File: src/design/oaee_pkg.sv
// Types and constants of the ordered array edit engine.
package oaee_pkg;

    localparam int DEPTH_DEF = 64;
    localparam int DATA_W    = 32;
    localparam int IDX_W     = 6;
    localparam int CNT_W     = 7;
    localparam int CMD_W     = 3;
    localparam int STAT_W    = 3;

    typedef enum logic [CMD_W-1:0] {
        CMD_DUMP   = 3'd0,
        CMD_INSERT = 3'd1,
        CMD_DELETE = 3'd2,
        CMD_APPEND = 3'd3,
        CMD_SEARCH = 3'd4
    } cmd_t;

    typedef enum logic [STAT_W-1:0] {
        STAT_OK       = 3'd0,
        STAT_BADPOS   = 3'd1,
        STAT_FULL     = 3'd2,
        STAT_NOTFOUND = 3'd3,
        STAT_EMPTY    = 3'd4
    } status_t;

    typedef enum logic {
        ST_IDLE,
        ST_SCAN
    } ctrl_state_t;

    typedef struct packed {
        logic [CMD_W-1:0]         cmd;
        logic [IDX_W-1:0]         position;
        logic signed [DATA_W-1:0] data_value;
    } in_t;

    typedef struct packed {
        logic [STAT_W-1:0]        status;
        logic signed [DATA_W-1:0] result_value;
        logic [IDX_W-1:0]         result_index;
        logic [CNT_W-1:0]         element_count;
        logic                     last;
    } out_t;

endpackage

File: src/design/oaee_mem.sv
// Element store: one write port and one read port with registered read data.
module oaee_mem #(
    parameter int DEPTH = oaee_pkg::DEPTH_DEF,
    parameter int AW    = $clog2(DEPTH)
) (
    input  logic                      clk,
    input  logic                      wr_en,
    input  logic [AW-1:0]             wr_addr,
    input  logic [oaee_pkg::DATA_W-1:0] wr_data,
    input  logic                      rd_en,
    input  logic [AW-1:0]             rd_addr,
    output logic [oaee_pkg::DATA_W-1:0] rd_data
);

    logic [oaee_pkg::DATA_W-1:0] mem_array [DEPTH];
    logic [oaee_pkg::DATA_W-1:0] rd_data_reg;

    always_ff @(posedge clk)
    begin
        if (wr_en)
        begin
            mem_array[wr_addr] <= wr_data;
        end
        if (rd_en)
        begin
            rd_data_reg <= mem_array[rd_addr];
        end
    end

    assign rd_data = rd_data_reg;

endmodule

File: src/design/oaee_ctrl.sv
// Command sequencer: checks, scan loop over the element store, result register.
module oaee_ctrl #(
    parameter int DEPTH = oaee_pkg::DEPTH_DEF,
    parameter int AW    = $clog2(DEPTH)
) (
    input  logic                        clk,
    input  logic                        rst_n,
    input  logic                        start,
    output logic                        busy,
    input  oaee_pkg::in_t               request,
    output logic                        result_strobe,
    output oaee_pkg::out_t              result,
    output logic                        mem_we,
    output logic [AW-1:0]               mem_waddr,
    output logic [oaee_pkg::DATA_W-1:0] mem_wdata,
    output logic                        mem_re,
    output logic [AW-1:0]               mem_raddr,
    input  logic [oaee_pkg::DATA_W-1:0] mem_rdata
);

    localparam int CNT_W = oaee_pkg::CNT_W;
    localparam int IDX_W = oaee_pkg::IDX_W;
    localparam logic [CNT_W-1:0] DEPTH_CNT = CNT_W'(DEPTH);

    oaee_pkg::ctrl_state_t state_reg, state_next;
    logic [CNT_W-1:0]      cnt_reg, cnt_next;
    logic                  pend_reg, pend_next;
    logic                  strobe_reg, strobe_next;

    logic [oaee_pkg::CMD_W-1:0]  op_reg, op_next;
    logic [IDX_W-1:0]            pos_reg, pos_next;
    logic [oaee_pkg::DATA_W-1:0] val_reg, val_next;
    logic [CNT_W-1:0]            ptr_reg, ptr_next;
    logic [CNT_W-1:0]            rem_reg, rem_next;
    logic [AW-1:0]               paddr_reg, paddr_next;
    logic                        found_reg, found_next;
    logic [AW-1:0]               where_reg, where_next;
    logic [oaee_pkg::DATA_W-1:0] removed_reg, removed_next;
    oaee_pkg::out_t              out_reg, out_next;

    always_ff @(posedge clk or negedge rst_n)
    begin
        if (!rst_n)
        begin
            state_reg  <= oaee_pkg::ST_IDLE;
            cnt_reg    <= '0;
            pend_reg   <= 1'b0;
            strobe_reg <= 1'b0;
        end
        else
        begin
            state_reg  <= state_next;
            cnt_reg    <= cnt_next;
            pend_reg   <= pend_next;
            strobe_reg <= strobe_next;
        end
    end

    always_ff @(posedge clk)
    begin
        op_reg      <= op_next;
        pos_reg     <= pos_next;
        val_reg     <= val_next;
        ptr_reg     <= ptr_next;
        rem_reg     <= rem_next;
        paddr_reg   <= paddr_next;
        found_reg   <= found_next;
        where_reg   <= where_next;
        removed_reg <= removed_next;
        out_reg     <= out_next;
    end

    always_comb
    begin
        state_next   = state_reg;
        cnt_next     = cnt_reg;
        pend_next    = pend_reg;
        strobe_next  = 1'b0;
        op_next      = op_reg;
        pos_next     = pos_reg;
        val_next     = val_reg;
        ptr_next     = ptr_reg;
        rem_next     = rem_reg;
        paddr_next   = paddr_reg;
        found_next   = found_reg;
        where_next   = where_reg;
        removed_next = removed_reg;
        out_next     = out_reg;
        mem_we       = 1'b0;
        mem_waddr    = '0;
        mem_wdata    = val_reg;
        mem_re       = 1'b0;
        mem_raddr    = ptr_reg[AW-1:0];

        case (state_reg)
            oaee_pkg::ST_IDLE:
            begin
                pend_next = 1'b0;
                if (start)
                begin
                    op_next    = request.cmd;
                    pos_next   = request.position;
                    val_next   = request.data_value;
                    found_next = 1'b0;
                    where_next = '0;
                    out_next.status        = oaee_pkg::STAT_OK;
                    out_next.result_value  = '0;
                    out_next.result_index  = '0;
                    out_next.element_count = cnt_reg;
                    out_next.last          = 1'b1;
                    case (request.cmd)
                        oaee_pkg::CMD_DUMP:
                        begin
                            if (cnt_reg == '0)
                            begin
                                out_next.status = oaee_pkg::STAT_EMPTY;
                                strobe_next     = 1'b1;
                            end
                            else
                            begin
                                rem_next   = cnt_reg;
                                ptr_next   = '0;
                                state_next = oaee_pkg::ST_SCAN;
                            end
                        end
                        oaee_pkg::CMD_INSERT:
                        begin
                            if ({1'b0, request.position} > cnt_reg)
                            begin
                                out_next.status = oaee_pkg::STAT_BADPOS;
                                strobe_next     = 1'b1;
                            end
                            else if (cnt_reg >= DEPTH_CNT)
                            begin
                                out_next.status = oaee_pkg::STAT_FULL;
                                strobe_next     = 1'b1;
                            end
                            else
                            begin
                                // Shift runs from the top element down to the position.
                                rem_next   = cnt_reg - {1'b0, request.position};
                                ptr_next   = cnt_reg - CNT_W'(1);
                                state_next = oaee_pkg::ST_SCAN;
                            end
                        end
                        oaee_pkg::CMD_DELETE:
                        begin
                            if (cnt_reg == '0)
                            begin
                                out_next.status = oaee_pkg::STAT_EMPTY;
                                strobe_next     = 1'b1;
                            end
                            else if ({1'b0, request.position} >= cnt_reg)
                            begin
                                out_next.status = oaee_pkg::STAT_BADPOS;
                                strobe_next     = 1'b1;
                            end
                            else
                            begin
                                rem_next   = cnt_reg - {1'b0, request.position};
                                ptr_next   = {1'b0, request.position};
                                state_next = oaee_pkg::ST_SCAN;
                            end
                        end
                        oaee_pkg::CMD_APPEND:
                        begin
                            if (cnt_reg >= DEPTH_CNT)
                            begin
                                out_next.status = oaee_pkg::STAT_FULL;
                            end
                            else
                            begin
                                mem_we    = 1'b1;
                                mem_waddr = cnt_reg[AW-1:0];
                                mem_wdata = request.data_value;
                                cnt_next  = cnt_reg + CNT_W'(1);
                                out_next.element_count = cnt_reg + CNT_W'(1);
                            end
                            strobe_next = 1'b1;
                        end
                        oaee_pkg::CMD_SEARCH:
                        begin
                            rem_next   = cnt_reg;
                            ptr_next   = '0;
                            state_next = oaee_pkg::ST_SCAN;
                        end
                        default:
                        begin
                            strobe_next = 1'b1;
                        end
                    endcase
                end
            end

            oaee_pkg::ST_SCAN:
            begin
                // Consume the word read in the previous cycle.
                if (pend_reg)
                begin
                    case (op_reg)
                        oaee_pkg::CMD_DUMP:
                        begin
                            out_next.status        = oaee_pkg::STAT_OK;
                            out_next.result_value  = mem_rdata;
                            out_next.result_index  = IDX_W'(paddr_reg);
                            out_next.element_count = cnt_reg;
                            out_next.last          = (rem_reg == '0);
                            strobe_next            = 1'b1;
                        end
                        oaee_pkg::CMD_INSERT:
                        begin
                            mem_we    = 1'b1;
                            mem_waddr = paddr_reg + AW'(1);
                            mem_wdata = mem_rdata;
                        end
                        oaee_pkg::CMD_DELETE:
                        begin
                            if (paddr_reg == pos_reg[AW-1:0])
                            begin
                                removed_next = mem_rdata;
                            end
                            else
                            begin
                                mem_we    = 1'b1;
                                mem_waddr = paddr_reg - AW'(1);
                                mem_wdata = mem_rdata;
                            end
                        end
                        default:
                        begin
                            if (mem_rdata == val_reg)
                            begin
                                found_next = 1'b1;
                                where_next = paddr_reg;
                            end
                        end
                    endcase
                end

                if (rem_reg != '0)
                begin
                    mem_re     = 1'b1;
                    mem_raddr  = ptr_reg[AW-1:0];
                    pend_next  = 1'b1;
                    paddr_next = ptr_reg[AW-1:0];
                    rem_next   = rem_reg - CNT_W'(1);
                    if (op_reg == oaee_pkg::CMD_INSERT)
                    begin
                        ptr_next = ptr_reg - CNT_W'(1);
                    end
                    else
                    begin
                        ptr_next = ptr_reg + CNT_W'(1);
                    end
                end
                else
                begin
                    pend_next = 1'b0;
                end

                if (rem_reg == '0 && !pend_reg)
                begin
                    state_next             = oaee_pkg::ST_IDLE;
                    out_next.status        = oaee_pkg::STAT_OK;
                    out_next.result_value  = '0;
                    out_next.result_index  = '0;
                    out_next.element_count = cnt_reg;
                    out_next.last          = 1'b1;
                    case (op_reg)
                        oaee_pkg::CMD_INSERT:
                        begin
                            mem_we    = 1'b1;
                            mem_waddr = pos_reg[AW-1:0];
                            mem_wdata = val_reg;
                            cnt_next  = cnt_reg + CNT_W'(1);
                            out_next.element_count = cnt_reg + CNT_W'(1);
                            strobe_next = 1'b1;
                        end
                        oaee_pkg::CMD_DELETE:
                        begin
                            cnt_next = cnt_reg - CNT_W'(1);
                            out_next.element_count = cnt_reg - CNT_W'(1);
                            out_next.result_value  = removed_reg;
                            strobe_next = 1'b1;
                        end
                        oaee_pkg::CMD_SEARCH:
                        begin
                            if (!found_reg)
                            begin
                                out_next.status = oaee_pkg::STAT_NOTFOUND;
                            end
                            out_next.result_index = IDX_W'(where_reg);
                            strobe_next = 1'b1;
                        end
                        default:
                        begin
                            // Dump results have all gone out during the scan.
                            out_next = out_reg;
                        end
                    endcase
                end
            end

            default:
            begin
                state_next = oaee_pkg::ST_IDLE;
            end
        endcase
    end

    assign busy          = (state_reg != oaee_pkg::ST_IDLE);
    assign result_strobe = strobe_reg;
    assign result        = out_reg;

endmodule

File: src/design/ordered_array_edit_engine.sv
// Ordered array edit engine: top level joining the sequencer and the element store.
//
// A request (cmd, position, data_value) is taken at a rising edge with start high
// and busy low. Every request yields one or more results; each result is shown on
// result for exactly one cycle with result_strobe high, and the final result of a
// request has last set. The receiver cannot hold results off.
//
// Timing, with n the element count before the request:
//   append, rejected requests and unused codes: busy stays low, the result
//   appears in the cycle after the request.
//   dump: busy while the list is scanned; its n results come in an unbroken
//   run, one per cycle, once the first word has been read.
//   insert at p: scans the n - p entries from the top down to p; delete at p:
//   the n - p entries from p up; search: all n entries. Busy rises even when
//   nothing is scanned. Their single result appears in the cycle busy falls.
// The scan is paced by the single read port of the element store: it reads one
// entry per cycle, and shifts write each word back in the cycle after its read.
//
// Reset clears the count and the sequencer; the store itself is not cleared,
// since no entry at or above the count is ever read.
module ordered_array_edit_engine #(
    parameter int DEPTH = oaee_pkg::DEPTH_DEF
) (
    input  logic           clk,
    input  logic           rst_n,
    input  logic           start,
    output logic           busy,
    input  oaee_pkg::in_t  request,
    output logic           result_strobe,
    output oaee_pkg::out_t result
);

    localparam int AW = $clog2(DEPTH);

    logic                        mem_we;
    logic [AW-1:0]               mem_waddr;
    logic [oaee_pkg::DATA_W-1:0] mem_wdata;
    logic                        mem_re;
    logic [AW-1:0]               mem_raddr;
    logic [oaee_pkg::DATA_W-1:0] mem_rdata;

    oaee_ctrl #(
        .DEPTH (DEPTH),
        .AW    (AW)
    ) u_ctrl (
        .clk           (clk),
        .rst_n         (rst_n),
        .start         (start),
        .busy          (busy),
        .request       (request),
        .result_strobe (result_strobe),
        .result        (result),
        .mem_we        (mem_we),
        .mem_waddr     (mem_waddr),
        .mem_wdata     (mem_wdata),
        .mem_re        (mem_re),
        .mem_raddr     (mem_raddr),
        .mem_rdata     (mem_rdata)
    );

    oaee_mem #(
        .DEPTH (DEPTH),
        .AW    (AW)
    ) u_mem (
        .clk     (clk),
        .wr_en   (mem_we),
        .wr_addr (mem_waddr),
        .wr_data (mem_wdata),
        .rd_en   (mem_re),
        .rd_addr (mem_raddr),
        .rd_data (mem_rdata)
    );

endmodule

File: config.mk
export PLATFORM = sky130hd
export DESIGN_NAME = ordered_array_edit_engine
export DESIGN_NICKNAME = d
export VERILOG_FILES = /design/src/design/oaee_pkg.sv /design/src/design/oaee_mem.sv /design/src/design/oaee_ctrl.sv /design/src/design/ordered_array_edit_engine.sv
export SDC_FILE = /design/constraint.sdc
export NUM_CORES = 2
export LEC_CHECK = 0
export ABC_AREA = 0
export BUFFER_PORTS_ARGS = -buffer_cell sky130_fd_sc_hd__buf_2
export CORE_MARGIN = 2
export CORE_UTILIZATION = 50
export DETAILED_ROUTE_END_ITERATION = 10
export PLACE_DENSITY = 0.72
export REMOVE_ABC_BUFFERS = 1
export SLEW_MARGIN = 20
export SYNTH_ARGS = -nofsm -noshare
export SYNTH_HDL_FRONTEND = slang
export SYNTH_SLANG_ARGS = --single-unit
File: constraint.sdc
create_clock -name clk -period 4.84 [get_ports clk]
set_input_delay 0.242 -clock clk [delete_from_list [all_inputs] [get_ports clk]]
set_output_delay 0.242 -clock clk [all_outputs]
set_load 0.1 [all_outputs]
### After elaboration in Yosys (flattened, before gate mapping)

Memories as Yosys holds them, arrays and structs flattened. A register that Yosys moved wholly into a read port is not among the register bits.
Index checks and enable logic that the tools add are counted.

| word-level totals | value |
|---|---|
| bits in registers | 159 |
| RAM bits | 2048 |
| input bits | 44 |
| output and inout bits | 51 |
| logic and storage cells | 184 |
| memories | 1 |

Memories:

| name | depth | bits a word | read ports | clocked after Yosys merged registers in | wr ports | RTL line | RTL |
|---|---|---|---|---|---|---|---|
| u_mem.mem_array | 64 | 32 | 1 | 1 | 1 | oaee_mem.sv:15 | `logic [oaee_pkg::DATA_W-1:0] mem_array [DEPTH];` |

| cells by class | value |
|---|---|
| add/sub/neg operators | 8 |
| magnitude comparators | 3 |
| eq/ne operators | 28 |
| muxes and demuxes | 104 |
| bitwise logic cells | 1 |
| reductions and logical operators | 21 |

Operator list:

| operator | number |
|---|---|
| $mux W32 | 7 |
| $mux W49 | 4 |
| $pmux W32 S2 | 3 |
| $mux W7 | 19 |
| $pmux W49 S2 | 1 |
| $mux W6 | 11 |
| $pmux W7 S2 | 4 |
| $pmux W7 S4 | 2 |
| $pmux W6 S2 | 4 |
| $mux W1 | 33 |
| $eq A32 B32 Y1 | 1 |
| $ne A3 B3 Y1 const B | 9 |
| $reduce_and A4 Y1 | 6 |
| $pmux W7 S3 | 1 |
| $sub A7 B1 Y7 const B | 3 |
| $add A7 B1 Y7 const B | 2 |
| $logic_not A7 Y1 | 2 |
| $ne A2 B2 Y1 const B | 6 |
| $pmux W1 S2 | 6 |
| $pmux W3 S4 | 1 |
| $ne A5 B5 Y1 const B | 2 |
| $eq A3 B2 Y1 const B | 3 |
| $mux W3 | 3 |
| $ne A4 B4 Y1 const B | 2 |
| 22 further kinds | 30 |

### Longest topological paths before layout

| logic depth | value |
|---|---|
| depth after elaboration | 9 |
| gate-level depth with buffers | 12 |
| gate-level depth less buffers | 10 |

### Hierarchy

A second synthesis with hierarchy kept.

| second synthesis, totals | value |
|---|---|
| cells, all modules | 4319 |
| area, all modules | 88214.6 µm² |

Modules (own cells, without submodules):

| module | instances | cells each | area an instance (µm²) | sequential area each (µm²) |
|---|---|---|---|---|
| oaee_mem | 1 | 3511 | 79359.9 | 62459.9 |
| oaee_ctrl | 1 | 808 | 8854.7 | 4694.5 |

### Least setup slack after synthesis

OpenSTA, ideal clock, no wires.

| path | value |
|---|---|
| kind | register to register |
| from | register u_ctrl.state_reg (netlist: u_ctrl.busy) |
| to | memory u_mem.mem_array[51][0] (netlist name), enable pin |
| setup time | 0.461 ns |
| data arrival time | 4.571 ns |
| data required time | 4.379 ns |
| path slack | -0.191 ns |
| stages on the path, launching flop included | 8 |
| path buffers | 1 |
| period minus slack after synthesis | 5.031 ns |
| cell sequence | dfrtp_1 > clkbuf_1 > nor4b_1 > nand2_1 > nor2_1 > a221o_1 > nand3_1 > nor3_1 |

| between the ends | value |
|---|---|
| word-level cells in the longest chain between the ends | 4 |
| elaborated cells between the ends (all ways) | 5 |
| those cells by class | 4 x mux; 1 x bitwise |

RTL lines:

| element | RTL line | RTL |
|---|---|---|
| from (decl) | oaee_ctrl.sv:25 | `oaee_pkg::ctrl_state_t state_reg, state_next;` |
| from (signal assigned) | oaee_ctrl.sv:45 | `state_reg <= oaee_pkg::ST_IDLE;` |
| from (signal assigned) | oaee_ctrl.sv:52 | `state_reg <= state_next;` |
| $not A1 Y1 (no line) | n/a |  |
| $pmux W1 S2 | oaee_ctrl.sv:95 | `case (state_reg)` |
| $mux W1 | oaee_mem.sv:20 | `if (wr_en)` |
| $mux W1 (not written as such) | oaee_mem.sv:22 | `mem_array[wr_addr] <= wr_data;` |
| to (decl) | oaee_mem.sv:15 |  |

Parallel ways exist; a longest one is shown, timed or not.

### Final worst setup path

| path | value |
|---|---|
| from | register u_ctrl.op_reg[0] (netlist name) |
| to | memory u_mem.mem_array[42][21] (netlist name), enable pin |

| between the ends | value |
|---|---|
| word-level cells in the longest chain between the ends | 8 |
| elaborated cells between the ends (all ways) | 14 |
| those cells by class | 2 x eq/ne; 12 x mux |

RTL lines:

| element | RTL line | RTL |
|---|---|---|
| from (decl) | oaee_ctrl.sv:30 | `logic [oaee_pkg::CMD_W-1:0] op_reg, op_next;` |
| from (signal assigned) | oaee_ctrl.sv:61 | `op_reg <= op_next;` |
| $eq A3 B2 Y1 / $eq A3 B1 Y1 (equally long branches) | oaee_ctrl.sv:200, oaee_ctrl.sv:269 |  |
| $pmux W1 S2 | oaee_ctrl.sv:200 | `case (op_reg)` |
| $mux W1 | oaee_ctrl.sv:198 | `if (pend_reg)` |
| $mux W1 | oaee_ctrl.sv:269 | `case (op_reg)` |
| $mux W1 | oaee_ctrl.sv:261 | `if (rem_reg == '0 && !pend_reg)` |
| $pmux W1 S2 | oaee_ctrl.sv:95 |  |
| $mux W1 | oaee_mem.sv:20 |  |
| $mux W1 (not written as such) | oaee_mem.sv:22 |  |

Parallel ways exist; a longest one is shown, timed or not.

==> flow_summary.json <==
{
  "grt_overflow": 0,
  "reg2reg_from": "u_ctrl.op_reg[0]",
  "number_of_antenna_violations_at_the_first_check_in_global_routing": 6,
  "fin_total_pwr_w": 0.0607,
  "flow.area_growth_from_synthesis_pct": 14.1,
  "dr.first_iter.drc_count": 5910,
  "grt_first_pass_wirelength_um": 306000,
  "cp_data_arrival_time_ps": 4840,
  "worstReg2RegEnd": "u_mem.mem_array[42][21]",
  "data_required_time_of_the_worst_path_ps": 5370,
  "clockBufferDepth": 3,
  "multi_input_area_um2": 20700,
  "syn_warnings": 0,
  "first_global_vias": 43800,
  "first_pass_iters": 5,
  "worst_skew_pair.late_latency_ps": 870,
  "boundaryPins": 95,
  "fin_worst_skew_ps": 44.2,
  "r2r_slack_ps": 530,
  "timing.final.max_slew_violations": 0,
  "grtUsageTotal_pct": 23.5,
  "place_hpwl_um": 122000,
  "postCtsResizedCells": 0,
  "post_synth_instance_area_um2": 88000,
  "run_status": "finished clean",
  "endpoint": "u_mem.mem_array[42][21]",
  "post-route-drc-count": 0,
  "largest_reg_flops": 2048,
  "ys_seq_elements": 2238,
  "groute.layer.met1.usage_pct": 32.6,
  "global_route.usage.met3_pct": 3.94,
  "cts_made_buffers": 211,
  "top_usage_layer": "met2",
  "actual_slew_at_the_worst_max_slew_pin_ps": 1140,
  "route.antenna.remaining_nets": 0,
  "leakage_nw": 31.7,
  "registers.top_by_ff_count": "u_mem.mem_array",
  "min_period_over_period_pct": 89.1,
  "rr_worst_depth": 8,
  "cts_htree_levels": 4,
  "route.final.wire_length_um": 211000,
  "synthesis.instances": 4136,
  "wl_per_cell_um": 30.4,
  "achievable-frequency_mhz": 232,
  "design.core.area_um2": 174000,
  "kind_of_start_point_of_the_critical_path": "flop",
  "critical_path_class": "reg2reg",
  "cts_tree": "yes",
  "hold_class": "in2reg",
  "relSlewSlack_pct": 23.4,
  "synthFlopType": "edfxtp_1",
  "syn-mean-instance-area_um2": 21.3,
  "cts_setup_buffers": 0,
  "rsz0062_at_grt": "no",
  "time_the_final_worst_path_needs_with_i_o_delays_and_setup_ps": 4310,
  "chipWidth_um": 423,
  "grt.met2_usage_pct": 38.2,
  "buffer_ports.inserted": 94,
  "n_fill_cell": 12100,
  "via_per_inst": 6.32,
  "timing.final.hold_violations": 0,
  "path_clk_slew_ps": 60,
  "timing.critical_path.fanout_max": 21,
  "die_h_um": 423,
  "final_weighted_congestion_in_routability_driven_placement": 0.852,
  "cts-hold-fix-buffers": 43,
  "source_of_the_critical_timing_path": "u_ctrl.op_reg[0]",
  "grt_start_max_net_pins": 86,
  "setup.worst_path.end_class": "flop",
  "max-cap-violations": 0,
  "num_rows": 153,
  "clkSinkCount": 2238,
  "synth_async_sr_flop_share_pct": 0.447,
  "timing.setup.tns_ps": 0,
  "seq_area_um2": 67200,
  "cts_root_buf": "clkbuf_16",
  "die_area_um2": 179000,
  "fin_nets": 4489,
  "synth_sequential_area_ratio_pct": 76.3,
  "synth_edf_count": 2228,
  "ir_drop_mv": 0.389,
  "power-per-cell-area_nw_per_um2": 605,
  "synth_cell_type_count": 76,
  "routed-via-count": 43800,
  "setup_violations": 0,
  "drive_gt1_share_pct": 28.3,
  "initial_standard_cell_utilization_of_the_core_pct": 50.4
}
logic make-up (layout without fill, tap and decap cells):
kind of cell / count (synthesis) / after routing / synth area share [%]
other: 0 / 1 / 0
adder cells (fa/ha/maj): 18 / 18 / 0.273
AND/OR/NAND/NOR: 567 / 567 / 2.99
XOR/XNOR: 67 / 67 / 0.667
buffers and inverters: 264 / 735 / 1.25
flip-flops: 2238 / 2238 / 76.3
multiplexers: 636 / 636 / 15.7
AO/OA/AOI/OAI: 346 / 346 / 2.76
metrics by stage:
stage                     setup slack, ps  utilization (%)  hold WS (ps)  std cells  instance area (um2)
after global routing                  280             57.5          80.0       6932               100000
after floorplan                    -17370                -         -53.6       3904                87000
after CTS                             580             57.5          55.1       6931               100000
after global placement                725             53.4           137       6495                93100
after detailed placement              631             53.4           140       6495                93100
final                                 529             57.5           117       6933               100000
metal layers:
metal / routed length, um / vias up
met5: 0 / -
met4: 7540 / 0
met3: 17900 / 348
met2: 105000 / 2383
met1: 80400 / 23200
li1: - / 17900
cell type report:
cell class / instances / area share, %
clock buffers: 251 / 5.43
inverters: 32 / 0.125
flip-flops and latches: 2238 / 66.9
well taps: 2325 / 2.90
repair buffers: 310 / 2.67
clock inverters: 142 / 1.34
diodes: 1 / 0.00249
multi-input cells: 1634 / 20.6
worst max-delay path, stage by stage (launching register included):
cell,delay (ps)
edfxtp_1,560
nor3b_2,870
nand3_1,360
a211oi_1,530
or3_1,470
nand4_1,160
buf_4,270
nor2_4,420
buf_12,270
layout by cell type, fill, tap and decap left out, drive strengths merged, types with 22 or more instances in the layout:
master / Yosys / routed
clkinv: 0 / 106
a31oi: 46 / 46
a221o: 25 / 25
edfxtp: 2228 / 2228
buf: 97 / 267
mux2i: 24 / 24
xnor2: 26 / 26
o21ai: 26 / 26
nor3: 22 / 22
dlygate4sd3: 0 / 43
mux4: 594 / 594
nor2: 108 / 108
xor2: 41 / 41
nand3: 25 / 25
a21oi: 92 / 92
inv: 32 / 42
and3: 37 / 37
a22o: 42 / 42
clkbuf: 135 / 251
nand2: 278 / 278
Yosys cell counts, drive strengths merged, types with 5 or more instances:
library cell | n | area share [%]
a221o | 25 | 0.28
mux2 | 18 | 0.23
a31oi | 46 | 0.33
xor2 | 41 | 0.41
nand4 | 14 | 0.10
xnor2 | 26 | 0.26
o22ai | 21 | 0.15
a22o | 42 | 0.42
mux2i | 24 | 0.27
o21ai | 26 | 0.15
nand3 | 25 | 0.14
ha | 16 | 0.23
o2bb2ai | 5 | 0.050
a221oi | 7 | 0.084
nor2b | 13 | 0.092
buf | 97 | 0.53
nand2b | 7 | 0.058
and4 | 6 | 0.060
a22oi | 20 | 0.17
nor3 | 22 | 0.13
edfxtp | 2228 | 76
o211ai | 7 | 0.065
nor4b | 5 | 0.064
nor4 | 9 | 0.081
a21oi | 92 | 0.52
a211oi | 21 | 0.18
and3 | 37 | 0.26
inv | 32 | 0.14
nor3b | 8 | 0.074
nor2 | 108 | 0.46
mux4 | 594 | 15
and2 | 19 | 0.14
nand2 | 278 | 1.2
dfrtp | 10 | 0.28
clkbuf | 135 | 0.58
worst min path at each step:
stage	from	endpoint	slack [ps]	depth (start not counted)
after floorplan	rst_n	u_ctrl.busy	-50	0
after global placement	rst_n	u_ctrl.cnt_reg[4]	140	1
after detailed placement	rst_n	u_ctrl.cnt_reg[4]	140	1
after CTS	request[6]	u_ctrl.val_reg[6]	60	2
after global routing	request[9]	u_ctrl.val_reg[9]	80	2
final	request[30]	u_ctrl.val_reg[30]	120	2
report_power, final:
group	internal [W]	leakage [nW]	switching (W)
clock	0.00914	3.32	0.00713
sequential	0.0245	20.3	0.000780
combinational	0.00735	8.08	0.0118
(Power assumes the default switching activity.)
